<file path="config.mk">
export PLATFORM = sky130hd
export DESIGN_NAME = pt3_sat_flat
export DESIGN_NICKNAME = d
export VERILOG_FILES = /design/src/hw/rtl/pt3_pkg.sv /design/src/hw/rtl/pt3_stream_if.sv /design/src/hw/rtl/pt3_sat.sv /design/src/flat_wrapper.sv
export SDC_FILE = /design/constraint.sdc
export NUM_CORES = 1
export LEC_CHECK = 0
export BUFFER_PORTS_ARGS = -buffer_cell sky130_fd_sc_hd__buf_2
export CAP_MARGIN = 20
export CELL_PAD_IN_SITES_DETAIL_PLACEMENT = 1
export CELL_PAD_IN_SITES_GLOBAL_PLACEMENT = 2
export CORE_MARGIN = 5
export CORE_UTILIZATION = 10
export DETAILED_ROUTE_END_ITERATION = 8
export PLACE_DENSITY_LB_ADDON = 0.1
export SETUP_SLACK_MARGIN = 0.4
export SLEW_MARGIN = 20
export SYNTH_ARGS = -nofsm -noshare
export SYNTH_HDL_FRONTEND = slang
export SYNTH_SLANG_ARGS = --single-unit
</file>
<file path="constraint.sdc">
create_clock -name clk -period 1.1 [get_ports clk]
set_clock_uncertainty 0.1 [all_clocks]
set_input_delay 0.22 -clock clk [delete_from_list [all_inputs] [get_ports clk]]
set_output_delay 0.22 -clock clk [all_outputs]
set_load 0.01 [all_outputs]
</file>
<file path="src/hw/rtl/pt3_pkg.sv">
`default_nettype none

package pt3_pkg;

    localparam int COORD_BITS   = 32;
    localparam int FRAC_BITS    = 16;
    localparam int ANGLE_BITS   = 16;
    localparam int SINE_ENTRIES = 1024;

    localparam int FIELD_W    = 32;
    localparam int OP_W       = 3;
    localparam int TRIG_FRAC  = 30;
    localparam int TRIG_W     = TRIG_FRAC + 2;
    localparam int DIFF_W     = COORD_BITS + 1;
    localparam int PASS_W     = COORD_BITS + 2;
    localparam int PROD_W     = DIFF_W + ((TRIG_W > COORD_BITS) ? TRIG_W : COORD_BITS);
    localparam int SUM_W      = PROD_W + 1;
    localparam int QUAD_W     = ANGLE_BITS - 2;
    localparam int IDX_LOG    = $clog2(SINE_ENTRIES);
    localparam int IDX_W      = IDX_LOG + 1;
    localparam int ENTRY_W    = TRIG_FRAC + 1;
    localparam longint unsigned TRIG_ONE    = 64'd1 << TRIG_FRAC;
    localparam longint unsigned HALF_PI_Q30 = 64'd1686629713;

    typedef enum logic [OP_W-1:0] {
        OP_TRANSLATE = 3'd0,
        OP_ROT_X     = 3'd1,
        OP_ROT_Y     = 3'd2,
        OP_ROT_Z     = 3'd3,
        OP_SCALE     = 3'd4
    } op_e;

    typedef struct packed {
        logic [OP_W-1:0]           operation;
        logic                      about_ref;
        logic signed [FIELD_W-1:0] point_x;
        logic signed [FIELD_W-1:0] point_y;
        logic signed [FIELD_W-1:0] point_z;
        logic signed [FIELD_W-1:0] ref_x;
        logic signed [FIELD_W-1:0] ref_y;
        logic signed [FIELD_W-1:0] ref_z;
        logic signed [15:0]        angle;
        logic signed [FIELD_W-1:0] arg_x;
        logic signed [FIELD_W-1:0] arg_y;
        logic signed [FIELD_W-1:0] arg_z;
    } pt3_req_t;

    typedef struct packed {
        logic signed [FIELD_W-1:0] out_x;
        logic signed [FIELD_W-1:0] out_y;
        logic signed [FIELD_W-1:0] out_z;
        logic                      overflow;
    } pt3_rsp_t;

    // after offset removal
    typedef struct packed {
        logic [OP_W-1:0]                 op;
        logic [2:0][DIFF_W-1:0]          d;
        logic [2:0][COORD_BITS-1:0]      r;
        logic [2:0][COORD_BITS-1:0]      a;
    } s1_t;

    // after multiply
    typedef struct packed {
        logic [OP_W-1:0]                 op;
        logic [2:0][COORD_BITS-1:0]      r;
        logic [2:0][PASS_W-1:0]          t;
        logic [3:0][PROD_W-1:0]          m;
    } s2_t;

    // exact result before saturation
    typedef struct packed {
        logic [2:0][SUM_W-1:0]           w;
    } s3_t;

    typedef logic [SINE_ENTRIES:0][ENTRY_W-1:0] sine_table_t;

    function automatic longint unsigned horner_term(longint unsigned t);
        return (t >= TRIG_ONE) ? 64'd0 : TRIG_ONE - t;
    endfunction

    function automatic sine_table_t build_sine_table();
        sine_table_t     tbl;
        longint unsigned x;
        longint unsigned x2;
        longint unsigned term;
        longint unsigned s;
        for (int i = 0; i <= SINE_ENTRIES; i++) begin
            x    = (HALF_PI_Q30 * longint'(i) + SINE_ENTRIES / 2) / SINE_ENTRIES;
            x2   = (x * x + (TRIG_ONE >> 1)) >> TRIG_FRAC;
            term = TRIG_ONE;
            term = horner_term(((x2 * term) >> TRIG_FRAC) / 272);
            term = horner_term(((x2 * term) >> TRIG_FRAC) / 210);
            term = horner_term(((x2 * term) >> TRIG_FRAC) / 156);
            term = horner_term(((x2 * term) >> TRIG_FRAC) / 110);
            term = horner_term(((x2 * term) >> TRIG_FRAC) / 72);
            term = horner_term(((x2 * term) >> TRIG_FRAC) / 42);
            term = horner_term(((x2 * term) >> TRIG_FRAC) / 20);
            term = horner_term(((x2 * term) >> TRIG_FRAC) / 6);
            s    = (x * term + (TRIG_ONE >> 1)) >> TRIG_FRAC;
            if (s > TRIG_ONE)
            begin
                s = TRIG_ONE;
            end
            tbl[i] = s[ENTRY_W-1:0];
        end
        return tbl;
    endfunction

    localparam sine_table_t SINE_TABLE = build_sine_table();

endpackage

`default_nettype wire

</file>
<file path="src/hw/rtl/pt3_stream_if.sv">
`default_nettype none

interface pt3_stream_if #(parameter type payload_t = logic);
    logic     valid;
    logic     ready;
    payload_t data;

    modport source (output valid, output data, input ready);
    modport sink   (input valid, input data, output ready);
endinterface

`default_nettype wire

</file>
<file path="src/hw/rtl/pt3_sat.sv">
`default_nettype none

module pt3_sat import pt3_pkg::*;
(
    input  wire logic     clk,
    input  wire logic     rst_n,
    input  wire logic     in_valid,
    output logic          in_ready,
    input  wire s3_t      in_data,
    pt3_stream_if.source  rsp
);

    localparam logic signed [COORD_BITS-1:0] MAX_C = {1'b0, {(COORD_BITS-1){1'b1}}};
    localparam logic signed [COORD_BITS-1:0] MIN_C = {1'b1, {(COORD_BITS-1){1'b0}}};

    logic                          valid_reg;
    pt3_rsp_t                      data_reg;
    pt3_rsp_t                      data_next;
    logic signed [COORD_BITS-1:0]  lane [3];
    logic [2:0]                    clip;
    logic [SUM_W-1:0]              w;

    assign in_ready  = !valid_reg || rsp.ready;
    assign rsp.valid = valid_reg;
    assign rsp.data  = data_reg;

    // clamp each lane to the coordinate range
    always_comb
    begin
        for (int i = 0; i < 3; i++)
        begin
            w       = in_data.w[i];
            clip[i] = !((&w[SUM_W-1:COORD_BITS-1]) || !(|w[SUM_W-1:COORD_BITS-1]));
            if (clip[i])
            begin
                lane[i] = w[SUM_W-1] ? MIN_C : MAX_C;
            end
            else
            begin
                lane[i] = $signed(w[COORD_BITS-1:0]);
            end
        end
        data_next.out_x    = FIELD_W'(lane[0]);
        data_next.out_y    = FIELD_W'(lane[1]);
        data_next.out_z    = FIELD_W'(lane[2]);
        data_next.overflow = |clip;
    end

    always_ff @(posedge clk or negedge rst_n)
    begin
        if (!rst_n)
        begin
            valid_reg <= 1'b0;
        end
        else if (in_ready)
        begin
            valid_reg <= in_valid;
        end
    end

    always_ff @(posedge clk)
    begin
        if (in_ready && in_valid)
        begin
            data_reg <= data_next;
        end
    end

endmodule

`default_nettype wire

</file>
<file path="src/flat_wrapper.sv">
// flat-port wrapper written by rule: the top's interface ports become plain ports
module pt3_sat_flat import pt3_pkg::*;
  (clk, rst_n, in_valid, in_ready, in_data, rsp_valid, rsp_data, rsp_ready);
  pt3_stream_if rsp_i ();
  input  wire logic clk;
  input  wire logic rst_n;
  input  wire logic in_valid;
  output logic in_ready;
  input  wire s3_t in_data;
  output wire logic [$bits(rsp_i.valid)-1:0] rsp_valid;
  output wire logic [$bits(rsp_i.data)-1:0] rsp_data;
  input wire logic [$bits(rsp_i.ready)-1:0] rsp_ready;
  assign rsp_valid = rsp_i.valid;
  assign rsp_data = rsp_i.data;
  assign rsp_i.ready = rsp_ready;
  pt3_sat u_core (.clk(clk), .rst_n(rst_n), .in_valid(in_valid), .in_ready(in_ready), .in_data(in_data), .rsp(rsp_i));
endmodule
</file>
==> impl_metrics.yaml <==
place:
  place_area_um2: 1229
  dp_cells: 267
  place.gp.congestion: 0.7467
  io_buffers: 111
logic_synthesis:
  synth_cells: 84
  synth_area_per_cell_um2: 6.613
  ys_types: 14
  postSynthNetCount: 286
  yosysWarnings: 0
  syn-cell-area_um2: 555.5
  ys_ff_latch: 2
  ys_seq_area_frac: 0.09910
worst_hold_path:
  hold_path_depth: 2
  hold_path_class: "input port to flip-flop"
timing:
  grt_setup_unrepaired: "yes"
  setup_violations: 3
  period_needed_ps: 1495
  relSlewSlack: 0.7947
  tns_ps: -494.3
  finalMaxSlewViolations: 0
  worst_pin_slew_ps: 305.1
  whs_ps: 119.4
  max_freq_ghz: 0.6687
  worst_slack_ps: -395.3
  fin_crit_sh: 1.359
  hold_viol: 0
worst_setup_path:
  reg2reg_to: "u_core.rsp.data"
  critical_path_required_ps: 950
  r2r_start: "u_core.rsp.valid"
  crit_type: "input port to flip-flop"
  arrival_ps: 1350
  cp-end-kind: "flip-flop"
  path_max_fanout: 2
  cp-startpoint: "in_data[36]"
  worst-r2r-setup-slack_ps: 100
  crit_path_start_kind: "input port"
  r2r_cells: 2
  worstSetupEndpoint: "u_core.rsp.data"
run:
  drv_cap: 0
clock_tree:
  clockRootBuffer: "clkbuf_8"
  cts.clk_slew.worst_paths_ps: 30
  cts_inserted_buffers: 3
  clock_tree.buffer_depth: 2
  clock_sinks: 2
  tritoncts: "built"
  clk_latency_ps: 210
  cts_max_level: 1
floorplan:
  start_util: 0.1021
  io_pins: 205
  die_h_um: 84.54
  die_w_um: 84.54
  coreArea_um2: 5439
  die_area_um2: 7146
  rows: 27
routing:
  drc: 0
  detail-route-antenna-nets: 0
  wirelength_um: 3997
  vias: 1243
  via_per_inst: 4.553
  firstDrtPassIters: 4
  wl_per_cell_um: 14.64
  drt_first_iter_violations: 7
global_route:
  track_usage: 0.1040
  antenna_found_initial: 0
  gr-total-overflow: 0
  grt_pass1_vias: 1384
  grt_max_degree: 4
  grt_pass1_wl_um: 6168
final_layout:
  fill_cells: 691
  area_delta_synth_final_pct: 155.9
  fin_area_um2: 1421
  mostFrequentLayoutCell: "buf_2"
  most-common-layout-cells: "buf_2, nand4_1, nor4_2, nor4_1, buf_6"
  diodes: 0
  fin_nets: 404
  drive_gt1_frac: 0.6517
  fin_cells: 273
power:
  p_leak_nw: 0.5698
  report.power.total_w: 0.0007483
  vdd_drop_max_uv: 207.3
  pwr_density_cell_nw_per_um2: 526.5
outcome:
  outcome: "finished, violations left"
  failed_checks: "setup timing"
==> power by group <==
group	leakage, nW	switching, W	internal [W]
registers	0.0180	0.00000195	0.0000824
logic	0.529	0.000161	0.000198
clock network	0.0228	0.0000590	0.000246
==> worst min-delay path by stage <==
stage,startpoint,endpoint,slack (ps)
floorplan,rst_n,u_core.rsp.valid,-180
detailed placement,rst_n,u_core.rsp.valid,-100
global route,in_valid,u_core.rsp.valid,130
CTS,in_valid,u_core.rsp.valid,120
finish,in_valid,u_core.rsp.valid,120
global placement,rst_n,u_core.rsp.valid,-100
==> Yosys cell counts, drive strengths merged <==
cell    count  area share
nor3        9       0.081
nand2b      2       0.023
nand3       6       0.054
edfxtp      1       0.054
dfrtp       1       0.045
or3         1       0.011
nand4      27        0.30
a31oi       3       0.034
and2        1       0.011
nand2       3       0.020
nor2        3       0.020
nor4       27        0.34
==> worst max-delay path, stage by stage <==
cell	delay (ps)
buf_6	100
nor4_4	270
nand4_1	130
nor3_1	180
a31oi_1	80
or3_1	370
==> timing repair <==
item,CTS,global route
pin swaps,7,3
hold buffers,1,0
buffers inserted,1,0
gates resized for setup,12,10
endpoints found under the setup margin,6,6
hold endpoints to repair,1,0
==> cell type report <==
cell class / count / area [um2] / share of cell area
flip-flops and latches: 2 / 55.05 / 0.03873
multi-input cells: 82 / 604.3 / 0.4252
repair buffers: 113 / 626.9 / 0.4410
clock buffers: 4 / 45.04 / 0.03169
well taps: 72 / 90.09 / 0.06338
==> kinds of logic after synthesis <==
group,count (synthesis),synth area share
simple gates,79,0.8671
compound gates,3,0.03379
flops,2,0.09909
==> stage by stage <==
step / utilization / worst slack (ps)
final: 0.2613 / -395.3
after floorplan: - / -390.5
after global placement: 0.2259 / -700.2
after detailed placement: 0.2259 / -711.7
after CTS: 0.2505 / -431.7
after global routing: 0.2613 / -472.9
==> routing by layer <==
layer / GRT usage / part of all wire / vias to the layer above
li1: - / - / 617
met1: 0.1046 / 0.35 / 575
met2: 0.2100 / 0.57 / 49
met3: 0.02159 / 0.070 / 2
met4: 0.03022 / 0.0078 / 0
met5: 0 / 0 / -
(Power assumes the default switching activity.)
